<file path="src/hw/rtl/slbsm_pkg.sv">
// ----------------------------------------------------------------------------
// slbsm_pkg
// Shared types and constants for the serial loaded bank switch mapper:
// access kinds, target codes, register indexes and the mapper state bundle.
// ----------------------------------------------------------------------------
package slbsm_pkg;

    // Fixed memory sizes
    localparam int PRG_RAM_BYTES = 8192;
    localparam int CHR_RAM_BYTES = 8192;
    localparam int PRG_RAM_AW    = $clog2(PRG_RAM_BYTES);
    localparam int CHR_RAM_AW    = $clog2(CHR_RAM_BYTES);

    // Field widths
    localparam int FUNC_W   = 2;
    localparam int ADDR_W   = 16;
    localparam int DATA_W   = 8;
    localparam int TARGET_W = 3;
    localparam int OFFSET_W = 18;
    localparam int REG_W    = 5;
    localparam int CFG_W    = 5;

    // Shift register value holding only the marker bit
    localparam logic [REG_W-1:0] SHIFT_EMPTY   = 5'h10;
    // Control register reset value and the PRG mode bits forced by a reset write
    localparam logic [REG_W-1:0] CTRL_RESET    = 5'h0C;
    localparam logic [REG_W-1:0] CTRL_PRG_MODE = 5'h0C;
    localparam logic [CFG_W-1:0] PRG_CNT_RESET = 5'd2;

    // Access kind
    typedef enum logic [FUNC_W-1:0] {
        FUNC_CPU_RD = 2'd0,
        FUNC_CPU_WR = 2'd1,
        FUNC_PPU_RD = 2'd2,
        FUNC_PPU_WR = 2'd3
    } t_func;

    // Result target
    typedef enum logic [TARGET_W-1:0] {
        TGT_NONE      = 3'd0,
        TGT_PRG_ROM   = 3'd1,
        TGT_PRG_RAM   = 3'd2,
        TGT_CHR_ROM   = 3'd3,
        TGT_CHR_RAM   = 3'd4,
        TGT_NAMETABLE = 3'd5,
        TGT_REGISTER  = 3'd6
    } t_target;

    // Internal registers loaded through the shifter
    typedef enum logic [1:0] {
        REG_CONTROL = 2'd0,
        REG_CHR_LOW = 2'd1,
        REG_CHR_HIGH = 2'd2,
        REG_PRG     = 2'd3
    } t_map_reg;

    // Configuration register index
    typedef enum logic {
        CFG_PRG_BANK_COUNT = 1'b0,
        CFG_CHR_IS_RAM     = 1'b1
    } t_cfg_reg;

    // PRG banking modes (control bits 3:2)
    typedef enum logic [1:0] {
        PRG_MODE_32K_A  = 2'd0,
        PRG_MODE_32K_B  = 2'd1,
        PRG_MODE_FIRST  = 2'd2,
        PRG_MODE_LAST   = 2'd3
    } t_prg_mode;

    // Nametable mirroring (control bits 1:0)
    typedef enum logic [1:0] {
        MIR_ONE_LOW  = 2'd0,
        MIR_ONE_HIGH = 2'd1,
        MIR_VERTICAL = 2'd2,
        MIR_HORIZ    = 2'd3
    } t_mirror;

    // Mapper state as seen by the translation logic
    typedef struct packed {
        logic [REG_W-1:0] shift;
        logic [REG_W-1:0] control;
        logic [REG_W-1:0] chr_low;
        logic [REG_W-1:0] chr_high;
        logic [REG_W-1:0] prg;
        logic [CFG_W-1:0] prg_bank_count;
        logic             chr_is_ram;
    } t_map_state;

    // Serial load request from a CPU register write
    typedef struct packed {
        logic     valid;
        logic     clear;
        logic     bit_in;
        t_map_reg index;
    } t_shift_req;

endpackage

</file>
<file path="src/hw/rtl/slbsm_regs.sv">
// ----------------------------------------------------------------------------
// slbsm_regs
// Serial shift register, the four loaded registers and the two
// configuration registers.
// ----------------------------------------------------------------------------
module slbsm_regs (
    input  logic                      i_clk,
    input  logic                      i_rst_n,
    input  logic                      i_cfg_we,
    input  slbsm_pkg::t_cfg_reg       i_cfg_index,
    input  logic [slbsm_pkg::CFG_W-1:0] i_cfg_data,
    input  logic                      i_fire,
    input  slbsm_pkg::t_shift_req     i_shift,
    output slbsm_pkg::t_map_state     o_state
);
    import slbsm_pkg::*;

    t_map_state r_state;
    t_map_state n_state;
    logic [REG_W-1:0] shifted;

    // Work out the next state from a shifter word and a configuration write
    always_comb begin
        n_state = r_state;
        shifted = {i_shift.bit_in, r_state.shift[REG_W-1:1]};
        if (i_fire && i_shift.valid) begin
            if (i_shift.clear) begin
                n_state.shift   = SHIFT_EMPTY;
                n_state.control = r_state.control | CTRL_PRG_MODE;
            end else if (r_state.shift[0]) begin
                n_state.shift = SHIFT_EMPTY;
                unique case (i_shift.index)
                    REG_CONTROL:  n_state.control  = shifted;
                    REG_CHR_LOW:  n_state.chr_low  = shifted;
                    REG_CHR_HIGH: n_state.chr_high = shifted;
                    REG_PRG:      n_state.prg      = shifted;
                    default:      n_state.prg      = shifted;
                endcase
            end else begin
                n_state.shift = shifted;
            end
        end
        if (i_cfg_we) begin
            unique case (i_cfg_index)
                CFG_PRG_BANK_COUNT: n_state.prg_bank_count = i_cfg_data;
                CFG_CHR_IS_RAM:     n_state.chr_is_ram     = i_cfg_data[0];
                default:            n_state.chr_is_ram     = i_cfg_data[0];
            endcase
        end
    end

    // Hold the state, restore reset values
    always_ff @(posedge i_clk) begin
        if (!i_rst_n) begin
            r_state.shift          <= SHIFT_EMPTY;
            r_state.control        <= CTRL_RESET;
            r_state.chr_low        <= '0;
            r_state.chr_high       <= '0;
            r_state.prg            <= '0;
            r_state.prg_bank_count <= PRG_CNT_RESET;
            r_state.chr_is_ram     <= 1'b0;
        end else begin
            r_state <= n_state;
        end
    end

    assign o_state = r_state;

endmodule

</file>
<file path="src/hw/rtl/slbsm_xlate.sv">
// ----------------------------------------------------------------------------
// slbsm_xlate
// Address decode and bank translation for one bus access; also forms the
// serial load request for CPU writes to the register window.
// ----------------------------------------------------------------------------
module slbsm_xlate (
    input  logic [slbsm_pkg::FUNC_W-1:0]   i_func,
    input  logic [slbsm_pkg::ADDR_W-1:0]   i_bus_address,
    input  logic [slbsm_pkg::DATA_W-1:0]   i_write_value,
    input  slbsm_pkg::t_map_state          i_state,
    output slbsm_pkg::t_target             o_target,
    output logic [slbsm_pkg::OFFSET_W-1:0] o_offset,
    output logic                           o_write_enable,
    output slbsm_pkg::t_shift_req          o_shift
);
    import slbsm_pkg::*;

    t_func      func;
    logic       is_wr;
    logic       is_cpu;
    logic [ADDR_W-1:0] a;
    t_prg_mode  prg_mode;
    t_mirror    mirror;
    logic [3:0] prg_bank16;
    logic [3:0] last_bank;
    logic [OFFSET_W-1:0] prg_off;
    logic [OFFSET_W-2:0] chr_off;
    logic [REG_W-1:0]    chr_bank;
    logic [10:0]         nt_off;

    assign func     = t_func'(i_func);
    assign a        = i_bus_address;
    assign is_wr    = (func == FUNC_CPU_WR) || (func == FUNC_PPU_WR);
    assign is_cpu   = (func == FUNC_CPU_RD) || (func == FUNC_CPU_WR);
    assign prg_mode = t_prg_mode'(i_state.control[3:2]);
    assign mirror   = t_mirror'(i_state.control[1:0]);
    assign last_bank = i_state.prg_bank_count[3:0] - 4'd1;

    // PRG ROM offset
    always_comb begin
        prg_bank16 = i_state.prg[3:0];
        unique case (prg_mode)
            PRG_MODE_32K_A, PRG_MODE_32K_B: prg_bank16 = {i_state.prg[3:1], a[14]};
            PRG_MODE_FIRST: prg_bank16 = a[14] ? i_state.prg[3:0] : 4'd0;
            PRG_MODE_LAST:  prg_bank16 = a[14] ? last_bank : i_state.prg[3:0];
            default:        prg_bank16 = i_state.prg[3:0];
        endcase
        prg_off = {prg_bank16, a[13:0]};
    end

    // CHR offset: one 8K bank or two 4K banks, chosen by control bit 4
    always_comb begin
        chr_bank = a[12] ? i_state.chr_high : i_state.chr_low;
        if (!i_state.control[4]) begin
            chr_off = {i_state.chr_low[4:1], a[12:0]};
        end else begin
            chr_off = {chr_bank, a[11:0]};
        end
    end

    // Nametable offset; the $3000 mirror leaves bits 11:0 untouched
    always_comb begin
        unique case (mirror)
            MIR_ONE_LOW:  nt_off = {1'b0, a[9:0]};
            MIR_ONE_HIGH: nt_off = {1'b1, a[9:0]};
            MIR_VERTICAL: nt_off = a[10:0];
            MIR_HORIZ:    nt_off = {a[11], a[9:0]};
            default:      nt_off = a[10:0];
        endcase
    end

    // Decode the access
    always_comb begin
        o_target       = TGT_NONE;
        o_offset       = '0;
        o_write_enable = 1'b0;
        o_shift        = '0;
        if (is_cpu) begin
            if (a[15:13] == 3'b011) begin
                o_target       = TGT_PRG_RAM;
                o_offset       = OFFSET_W'(a[PRG_RAM_AW-1:0]);
                o_write_enable = is_wr;
            end else if (a[15]) begin
                if (is_wr) begin
                    o_target       = TGT_REGISTER;
                    o_offset       = OFFSET_W'(a[14:13]);
                    o_write_enable = !i_write_value[7] && i_state.shift[0];
                    o_shift.valid  = 1'b1;
                    o_shift.clear  = i_write_value[7];
                    o_shift.bit_in = i_write_value[0];
                    o_shift.index  = t_map_reg'(a[14:13]);
                end else begin
                    o_target = TGT_PRG_ROM;
                    o_offset = prg_off;
                end
            end
        end else begin
            if (a[15:13] == 3'b000) begin
                if (i_state.chr_is_ram) begin
                    o_target       = TGT_CHR_RAM;
                    o_offset       = OFFSET_W'(chr_off[CHR_RAM_AW-1:0]);
                    o_write_enable = is_wr;
                end else if (!is_wr) begin
                    o_target = TGT_CHR_ROM;
                    o_offset = OFFSET_W'(chr_off);
                end
            end else if (a[15:13] == 3'b001 && a[12:8] != 5'h1F) begin
                o_target       = TGT_NAMETABLE;
                o_offset       = OFFSET_W'(nt_off);
                o_write_enable = is_wr;
            end
        end
    end

endmodule

</file>
<file path="src/hw/rtl/serial_loaded_bank_switch_mapper_unit.sv">
// ----------------------------------------------------------------------------
// serial_loaded_bank_switch_mapper_unit
// Cartridge bank mapper: translates CPU/PPU bus accesses into a target
// memory and byte offset, and loads its bank registers serially.
//
//   channel  direction  handshake                  payload
//   in       to block   i_in_valid / o_in_stall    i_func, i_bus_address, i_write_value
//   out      from block o_out_valid / i_out_stall  o_target, o_offset, o_write_enable
//   cfg      to block   i_cfg_we                   i_cfg_index, i_cfg_data
//
// An accepted word is held in the input register, then is translated
// and written to the result register: one word per cycle is sustained
// while the output does not stall. State updates happen as a word moves
// into the result register, so each word sees all earlier writes.
// A stall on the output holds the result register and then the input
// register; the input still takes a word while the input register is empty.
// Reset is synchronous.
// ----------------------------------------------------------------------------
module serial_loaded_bank_switch_mapper_unit (
    input  logic                           i_clk,
    input  logic                           i_rst_n,
    input  logic                           i_in_valid,
    output logic                           o_in_stall,
    input  logic [slbsm_pkg::FUNC_W-1:0]   i_func,
    input  logic [slbsm_pkg::ADDR_W-1:0]   i_bus_address,
    input  logic [slbsm_pkg::DATA_W-1:0]   i_write_value,
    output logic                           o_out_valid,
    input  logic                           i_out_stall,
    output logic [slbsm_pkg::TARGET_W-1:0] o_target,
    output logic [slbsm_pkg::OFFSET_W-1:0] o_offset,
    output logic                           o_write_enable,
    input  logic                           i_cfg_we,
    input  logic                           i_cfg_index,
    input  logic [slbsm_pkg::CFG_W-1:0]    i_cfg_data
);
    import slbsm_pkg::*;

    logic              r_in_valid;
    logic [FUNC_W-1:0] r_func;
    logic [ADDR_W-1:0] r_addr;
    logic [DATA_W-1:0] r_data;
    logic              r_out_valid;
    t_target           r_target;
    logic [OFFSET_W-1:0] r_offset;
    logic              r_we;

    logic       fire;
    logic       in_take;
    t_map_state state;
    t_shift_req shift_req;
    t_target    x_target;
    logic [OFFSET_W-1:0] x_offset;
    logic       x_we;

    // Advance the input word when the result register is free or draining
    assign fire       = r_in_valid && (!r_out_valid || !i_out_stall);
    assign o_in_stall = r_in_valid && !fire;
    assign in_take    = i_in_valid && !o_in_stall;

    // Input register
    always_ff @(posedge i_clk) begin
        if (!i_rst_n) begin
            r_in_valid <= 1'b0;
        end else if (in_take) begin
            r_in_valid <= 1'b1;
        end else if (fire) begin
            r_in_valid <= 1'b0;
        end
    end

    always_ff @(posedge i_clk) begin
        if (in_take) begin
            r_func <= i_func;
            r_addr <= i_bus_address;
            r_data <= i_write_value;
        end
    end

    slbsm_xlate u_xlate (
        .i_func         (r_func),
        .i_bus_address  (r_addr),
        .i_write_value  (r_data),
        .i_state        (state),
        .o_target       (x_target),
        .o_offset       (x_offset),
        .o_write_enable (x_we),
        .o_shift        (shift_req)
    );

    slbsm_regs u_regs (
        .i_clk       (i_clk),
        .i_rst_n     (i_rst_n),
        .i_cfg_we    (i_cfg_we),
        .i_cfg_index (t_cfg_reg'(i_cfg_index)),
        .i_cfg_data  (i_cfg_data),
        .i_fire      (fire),
        .i_shift     (shift_req),
        .o_state     (state)
    );

    // Result register
    always_ff @(posedge i_clk) begin
        if (!i_rst_n) begin
            r_out_valid <= 1'b0;
        end else if (fire) begin
            r_out_valid <= 1'b1;
        end else if (!i_out_stall) begin
            r_out_valid <= 1'b0;
        end
    end

    always_ff @(posedge i_clk) begin
        if (fire) begin
            r_target <= x_target;
            r_offset <= x_offset;
            r_we     <= x_we;
        end
    end

    assign o_out_valid    = r_out_valid;
    assign o_target       = r_target;
    assign o_offset       = r_offset;
    assign o_write_enable = r_we;

endmodule

</file>
<file path="config.mk">
export PLATFORM = sky130hd
export DESIGN_NAME = serial_loaded_bank_switch_mapper_unit
export DESIGN_NICKNAME = d
export VERILOG_FILES = /design/src/hw/rtl/slbsm_pkg.sv /design/src/hw/rtl/slbsm_regs.sv /design/src/hw/rtl/slbsm_xlate.sv /design/src/hw/rtl/serial_loaded_bank_switch_mapper_unit.sv
export SDC_FILE = /design/constraint.sdc
export NUM_CORES = 1
export LEC_CHECK = 0
export BUFFER_PORTS_ARGS = -buffer_cell sky130_fd_sc_hd__clkbuf_2
export CAP_MARGIN = 20
export CELL_PAD_IN_SITES_DETAIL_PLACEMENT = 0
export CELL_PAD_IN_SITES_GLOBAL_PLACEMENT = 1
export CORE_AREA = 2 2 94 87
export CTS_CLUSTER_DIAMETER = 60
export CTS_CLUSTER_SIZE = 24
export DETAILED_ROUTE_END_ITERATION = 7
export DIE_AREA = 0 0 96 89
export PLACE_DENSITY_LB_ADDON = 0.1
export SLEW_MARGIN = 20
export SYNTH_ARGS = -nofsm -noshare
export SYNTH_HDL_FRONTEND = slang
export SYNTH_SLANG_ARGS = --single-unit
export TNS_END_PERCENT = 100
</file>
<file path="constraint.sdc">
create_clock -name i_clk -period 2.36 [get_ports i_clk]
set_input_delay 0 -clock i_clk [delete_from_list [all_inputs] [get_ports i_clk]]
set_output_delay 0 -clock i_clk [all_outputs]
set_load 0.1 [all_outputs]
</file>
==> summary.txt, run 1 <==
Hold-fix buffers at CTS: 28
Sink Count: 73
Synthesized instance count: 262
TritonCTS buffer count: 9
Post-detail-place hpwl: 4.28 mm
Terminus of the critical flop-to-flop path: u_regs.o_state[15]$_SDFFE_PN0P_
Average wire length per cell after detail routing: 13.8 um
Synthesized flop and latch total: 73
Setup skew after layout: 9.78 ps
Critical Path End Type: flip-flop
Sequential cell area fraction in the yosys report: 61.2%
Kind of path behind the tightest hold check: in2reg
Count of cells resized by post-cts repair: 0
Cell count of the worst reg-to-reg path: 4
Vias after detailed routing: 2165
Timing-limited maximum frequency: 0.541 GHz
Count of yosys warnings during synthesis: 0
Area Growth Syn to Fin: 26.6%
Total DRC errors in the routed layout: 0
Maximum number of pins on one net before global-route repair: 39
Detail-routed via count per cell: 4.83
H-tree lvl count: 3
Data arrival time of the worst path: 2080 ps
Max-cap violations: 0
Longest individual stage delay on the worst path: 550 ps
Startpoint of the lowest-slack register-to-register path: r_func[1]$_DFFE_PP_
Clock tree from TritonCTS: done
Antenna Nets Post-Route: 0
Critical path depth: 4
Final Net Count: 385
First-pass GRT wire length: 10.1 mm
Height of the die: 89 um
Critical Setup Path Class: reg2reg
Number of pins with negative max-slew slack in the final report: 0
Headroom to the max-slew limit: 52.4%
Cell Count, Final, Fillers Out: 448
Fin crit share: 78.3%
Crit Path Max Fanout: 12
Worst setup path endpoint: u_regs.o_state[15]$_SDFFE_PN0P_
Starting utilization of the core area: 41.2%
Reg clk slew, reported paths: 80 ps
Critical Path Start Type: flip-flop
CP bufs+invs: 0
Ys async rst share: 0%
Fin Setup TNS: 0 ps
Worst path required time: 2590 ps
Final critical path time including I/O delays and setup: 1850 ps
Logic gate share of total power: 13.0%
Leakage power total: 1.64 nW
Worst path top cell family by delay: simple AND/OR/NAND/NOR gates
Number of top-level pins: 61
Per-instance average area after synthesis: 11.7 um2
Clock root cell: sky130_fd_sc_hd__clkbuf_8
Number of enable-type register cells in the synthesized netlist: 42
Share of total power in sequential cells: 53.6%
Peak VDD IR: 0.318 mV
Standard-cell row count: 30
Commonest non-fill, non-tap cell in the layout: sky130_fd_sc_hd__clkbuf_2
Vias in the first global route: 2031
Status: finished clean
Post-Route Utilization: 52.1%
Leading cell types in the layout, fill and taps excluded: 53 x sky130_fd_sc_hd__clkbuf_2, 42 x sky130_fd_sc_hd__edfxtp_1, 39 x sky130_fd_sc_hd__nand2_1
Maximum buffer depth of the clock tree: 2
Cell-internal power: 1.89 mW
Antenna Cells: 0
Count of distinct cell types in the synthesized netlist: 48
CP max-delay cell: sky130_fd_sc_hd__edfxtp_1
Die Area: 8540 um2
Number of placed instances with taps included: 404
CP Cell Sequence: and3b_4 > and4_1 > nand3_4 > mux2i_1
Flop2flop setup slack: 510 ps
Area of the placeable core: 7470 um2
Remaining global-route overflow: 0
Most instantiated flip-flop cell in the synthesis netlist: sky130_fd_sc_hd__edfxtp_1
Psw: 0.768 mW
First-pass DRT Iterations: 4
Synthesized netlist net count: 300
Post-CTS setup buffers: 0
Overall power after layout: 2.65 mW
Hold path depth: 3
Setup Viol. Count Final: 0
First-iteration detailed-routing DRC count: 107
Cell area reported after detailed placement: 3430 um2
Hold Fails Final Rpt: 0
IO Port Bufs: 53
Final WL: 6.19 mm
Switching part of the total power: 28.9%
Width of the die: 96 um
Routability-driven placement congestion ratio: 0.821
Actual transition at the worst max-transition pin: 714 ps
Clk Latency, worst-skew pair: 350 ps
Clock Power Share: 33.3%
Initial antenna violation count: 0
RSZ-0062 raised after global routing: no
Ratio of total power to cell area: 682 nW/um2
Cell area after layout: 3890 um2
Total global-route track usage: 16.2%
Critical path startpoint: r_func[1]$_DFFE_PP_
Mapped Area: 3070 um2
Ratio of cells with drive above 1 in the final layout: 23.6%
==> sequential cells by signal (all words and copies together) (netlist names) <==
register	cells
r_addr	16
r_in_valid	1
o_offset	18
o_write_enable	1
r_data	2
r_func	2
o_out_valid	1
o_target	3
u_regs.o_state	29
==> power by group through the flow <==
stage	registers, mW	logic [mW]	clock network (mW)
floorplan	1.59	0.0994	0
global placement	1.45	0.311	0
detailed placement	1.45	0.313	0
CTS	1.42	0.348	0.917
global route	1.43	0.368	0.969
finish	1.42	0.346	0.885
==> routing by layer <==
layer	global-route usage (%)	wire length, um	vias up
met5	0	0	-
met4	7.01	105	0
met3	4.05	299	12
met2	24.6	2810	48
met1	21.9	2980	999
li1	-	-	1106
==> worst reg2reg max path, stage by stage (launching register included) <==
cell and delay, ps:
sky130_fd_sc_hd__edfxtp_1 550, sky130_fd_sc_hd__and3b_4 420, sky130_fd_sc_hd__and4_1 420, sky130_fd_sc_hd__nand3_4 180, sky130_fd_sc_hd__mux2i_1 160
==> through the flow <==
stage               worst slack [ps]  hold slack (ps)
floorplan                       94.3             98.9
global placement                 550              177
detailed placement               515              179
CTS                              494             47.3
global route                     304             67.5
finish                           512             61.6
==> synth_stat cells (2+ instances only) <==
| library cell | number | area, um2 |
|---|---|---|
| sky130_fd_sc_hd__nand2b_1 | 2 | 12.5 |
| sky130_fd_sc_hd__a31oi_1 | 2 | 12.5 |
| sky130_fd_sc_hd__nor2b_1 | 9 | 56.3 |
| sky130_fd_sc_hd__inv_1 | 8 | 30.0 |
| sky130_fd_sc_hd__nor3_1 | 3 | 15.0 |
| sky130_fd_sc_hd__edfxtp_1 | 42 | 1260 |
| sky130_fd_sc_hd__a22o_1 | 2 | 17.5 |
| sky130_fd_sc_hd__nand3_4 | 2 | 35.0 |
| sky130_fd_sc_hd__clkbuf_1 | 6 | 22.5 |
| sky130_fd_sc_hd__and2_1 | 11 | 68.8 |
| sky130_fd_sc_hd__a22oi_1 | 2 | 15.0 |
| sky130_fd_sc_hd__buf_2 | 2 | 10.0 |
| sky130_fd_sc_hd__mux2i_1 | 25 | 250 |
| sky130_fd_sc_hd__and3_1 | 2 | 12.5 |
| sky130_fd_sc_hd__nor2_1 | 10 | 37.5 |
| sky130_fd_sc_hd__o22ai_1 | 5 | 31.3 |
| sky130_fd_sc_hd__nand3_1 | 9 | 45.0 |
| sky130_fd_sc_hd__nand2_1 | 39 | 146 |
| sky130_fd_sc_hd__dfxtp_1 | 31 | 621 |
| sky130_fd_sc_hd__a21oi_1 | 8 | 40.0 |
| sky130_fd_sc_hd__a21o_1 | 2 | 15.0 |
| sky130_fd_sc_hd__o21ai_0 | 7 | 35.0 |
| sky130_fd_sc_hd__buf_4 | 2 | 15.0 |
| sky130_fd_sc_hd__a21boi_1 | 4 | 30.0 |
| sky130_fd_sc_hd__nand3b_1 | 3 | 22.5 |
| sky130_fd_sc_hd__o211ai_1 | 2 | 15.0 |
==> cells by family (layout without fill, tap and decap cells) <==
logic type | Yosys count | in the layout | share of synthesized area [%]
DFF | 73 | 73 | 61.2
adders and majority gates | 1 | 1 | 0.407
buffers and inverters | 20 | 110 | 3.01
muxes | 25 | 25 | 8.14
AOI/OAI and AO/OA | 41 | 41 | 8.91
and+or+nand+nor | 100 | 100 | 17.7
xor gates and xnor gates | 2 | 2 | 0.570
==> worst min-delay path by stage <==
stage | startpoint | to | slack (ps)
2_1_floorplan | i_bus_address[0] | r_addr[0]$_DFFE_PP_ | 100
3_3_place_gp | i_bus_address[4] | r_addr[4]$_DFFE_PP_ | 180
3_5_place_dp | i_bus_address[2] | r_addr[2]$_DFFE_PP_ | 180
4_1_cts | i_cfg_index | u_regs.o_state[2]$_SDFFE_PN1P_ | 50
5_1_grt | i_cfg_index | u_regs.o_state[2]$_SDFFE_PN1P_ | 70
6_report | i_cfg_index | u_regs.o_state[2]$_SDFFE_PN1P_ | 60
==> final cells by class <==
class                      instances  area [um2]
inverter                           9        33.8
sequential                        73        1880
fill                             677        3580
clock buffer                       9         124
timing repair buffer              85         576
clock inverter                     7        53.8
tap                               96         120
multi-input combinational        169        1100
(Power assumes the default switching activity.)
==> run 2: changes to the inputs <==
Clock period 2.36 ns to 1.9 ns, I/O delays scaled along.
==> run 2 against run 1 <==
  * Non-clock buffer count up 9
  * Clock power up 62%
  * Worst hold slack worse by 4.2 ps
  * Largest cell class unchanged
  * Largest power group unchanged
==> summary.txt, run 2 (synthesis gave the netlist of run 1 again) <==
Post-CTS setup buffers: 0 (unchanged)
Maximum number of pins on one net before global-route repair: 28 (was 39)
Detail-routed via count per cell: 4.79 (was 4.83)
Fin crit share: 89.1% (was 78.3%)
RSZ-0062 raised after global routing: no (unchanged)
Die Area: 8540 um2 (unchanged)
CP Cell Sequence: nor3b_1 > o31ai_2 > o22ai_2 > buf_4 > and2_1 (was and3b_4 > and4_1 > nand3_4 > mux2i_1)
Kind of path behind the tightest hold check: in2reg (unchanged)
Area of the placeable core: 7470 um2 (unchanged)
Width of the die: 96 um (unchanged)
Worst path required time: 2110 ps (was 2590 ps)
Post-Route Utilization: 53.9% (was 52.1%)
Critical Path End Type: flip-flop (unchanged)
Hold-fix buffers at CTS: 29 (was 28)
Number of top-level pins: 61 (unchanged)
First-pass GRT wire length: 10.2 mm (was 10.1 mm)
Hold Fails Final Rpt: 0 (unchanged)
Peak VDD IR: 0.437 mV (was 0.318 mV)
Antenna Cells: 0 (unchanged)
Setup Viol. Count Final: 0 (unchanged)
Area Growth Syn to Fin: 30.9% (was 26.6%)
Crit Path Max Fanout: 8 (was 12)
Timing-limited maximum frequency: 0.591 GHz (was 0.541 GHz)
Maximum buffer depth of the clock tree: 2 (unchanged)
Max FFs per register: 29 (unchanged)
First-iteration detailed-routing DRC count: 71 (was 107)
Total global-route track usage: 16.2% (about the same)
Final critical path time including I/O delays and setup: 1690 ps (was 1850 ps)
CP max-delay cell: sky130_fd_sc_hd__edfxtp_1 (unchanged)
Starting utilization of the core area: 41.2% (unchanged)
Count of cells resized by post-cts repair: 0 (unchanged)
Max-cap violations: 0 (unchanged)
Post-detail-place hpwl: 4.33 mm (was 4.28 mm)
Headroom to the max-slew limit: 63.5% (was 52.4%)
Leading cell types in the layout, fill and taps excluded: 53 x sky130_fd_sc_hd__clkbuf_2, 42 x sky130_fd_sc_hd__edfxtp_1, 39 x sky130_fd_sc_hd__nand2_1 (unchanged)
Initial antenna violation count: 0 (unchanged)
Commonest non-fill, non-tap cell in the layout: sky130_fd_sc_hd__clkbuf_2 (unchanged)
Average wire length per cell after detail routing: 13.7 um (was 13.8 um)
Fin Setup TNS: 0 ps (unchanged)
Status: finished clean (unchanged)
Actual transition at the worst max-transition pin: 549 ps (was 714 ps)
Leakage power total: 1.73 nW (was 1.64 nW)
H-tree lvl count: 3 (unchanged)
Routability-driven placement congestion ratio: 0.819 (was 0.821)
Number of pins with negative max-slew slack in the final report: 0 (unchanged)
Reg clk slew, reported paths: 70 ps (was 80 ps)
Final Net Count: 394 (was 385)
TritonCTS buffer count: 9 (unchanged)
Critical Path Start Type: flip-flop (unchanged)
Remaining global-route overflow: 0 (unchanged)
Antenna Nets Post-Route: 0 (unchanged)
Setup skew after layout: 11.0 ps (was 9.78 ps)
Standard-cell row count: 30 (unchanged)
Sink Count: 73 (unchanged)
IO Port Bufs: 53 (unchanged)
Height of the die: 89 um (unchanged)
Critical Setup Path Class: reg2reg (unchanged)
Data arrival time of the worst path: 1900 ps (was 2080 ps)
Longest individual stage delay on the worst path: 460 ps (was 550 ps)
Vias after detailed routing: 2190 (was 2165)
Clk Latency, worst-skew pair: 350 ps (about the same)
Total DRC errors in the routed layout: 0 (unchanged)
Final WL: 6.26 mm (was 6.19 mm)
Vias in the first global route: 2082 (was 2031)
Ratio of total power to cell area: 907 nW/um2 (was 682 nW/um2)
Clock root cell: sky130_fd_sc_hd__clkbuf_8 (unchanged)
Ratio of cells with drive above 1 in the final layout: 24.7% (was 23.6%)
First-pass DRT Iterations: 4 (unchanged)
Clock tree from TritonCTS: done (unchanged)
-- run 2: cell count changes in the layout (fill, tap and decap cells not counted), sizes merged --
cell,before,now
dlygate4sd3,28,29
bufinv,0,3
inv,11,10
clkinv,1,2
buf,4,12
clkbuf,62,63
clkinvlp,4,0
-- run 2: final timing paths --
path                                         from                         endpoint  slack, ps  cells after the start
hold reg to reg   u_regs.o_state[14]$_SDFFE_PN0P_  u_regs.o_state[14]$_SDFFE_PN0P_        460                      2
setup / recovery             r_addr[15]$_DFFE_PP_            o_offset[3]$_DFFE_PP_        210                      5
setup reg to reg             r_addr[15]$_DFFE_PP_            o_offset[3]$_DFFE_PP_        210                      5
hold / removal                        i_cfg_index   u_regs.o_state[2]$_SDFFE_PN1P_         60                      3
-- run 2: final cells by class --
type	instances	area [um2]
clock buffers	10	128
fillers	677	3440
multi-input cells	169	1110
well taps	96	120
flip-flops and latches	73	1880
inverters	9	33.8
repair buffers	94	646
clock inverters	6	106
-- run 2: critical path: cells and delay by family, from the launching register on --
kind / cells / cell delay [ps]
AND/OR/NAND/NOR: 2 / 570
flip-flops: 1 / 460
AO/OA/AOI/OAI: 2 / 340
buffers and inverters: 1 / 180
-- run 2: stage by stage --
stage / area, um2 / cells / power (mW) / hold slack, ps / setup WS [ps]
after floorplan: 3080 / 262 / 2.10 / 98.9 / 86.7
after global placement: 3500 / 412 / 2.21 / 177 / 270
after detailed placement: 3500 / 412 / 2.21 / 179 / 244
after CTS: 4030 / 457 / 3.70 / 43.8 / 218
after global routing: 4030 / 457 / 3.78 / 71.7 / 84.5
final: 4030 / 457 / 3.65 / 57.4 / 208
-- run 2: where the power goes --
part           leakage, nW  switching, mW  internal, mW  total (mW)
clock                0.116          0.566         0.869        1.43
sequential           0.654         0.0297          1.74        1.77
combinational        0.958          0.308         0.142       0.449
-- run 2: metal layers --
layer / GRT usage, % / vias to the layer above / wire length, um / share of wire (%)
li1: - / 1129 / - / -
met5: 0 / - / 0 / 0
met3: 4.55 / 9 / 277 / 4.4
met2: 24.3 / 44 / 2800 / 45
met4: 5.84 / 0 / 91 / 1.5
met1: 22.5 / 1008 / 3090 / 49
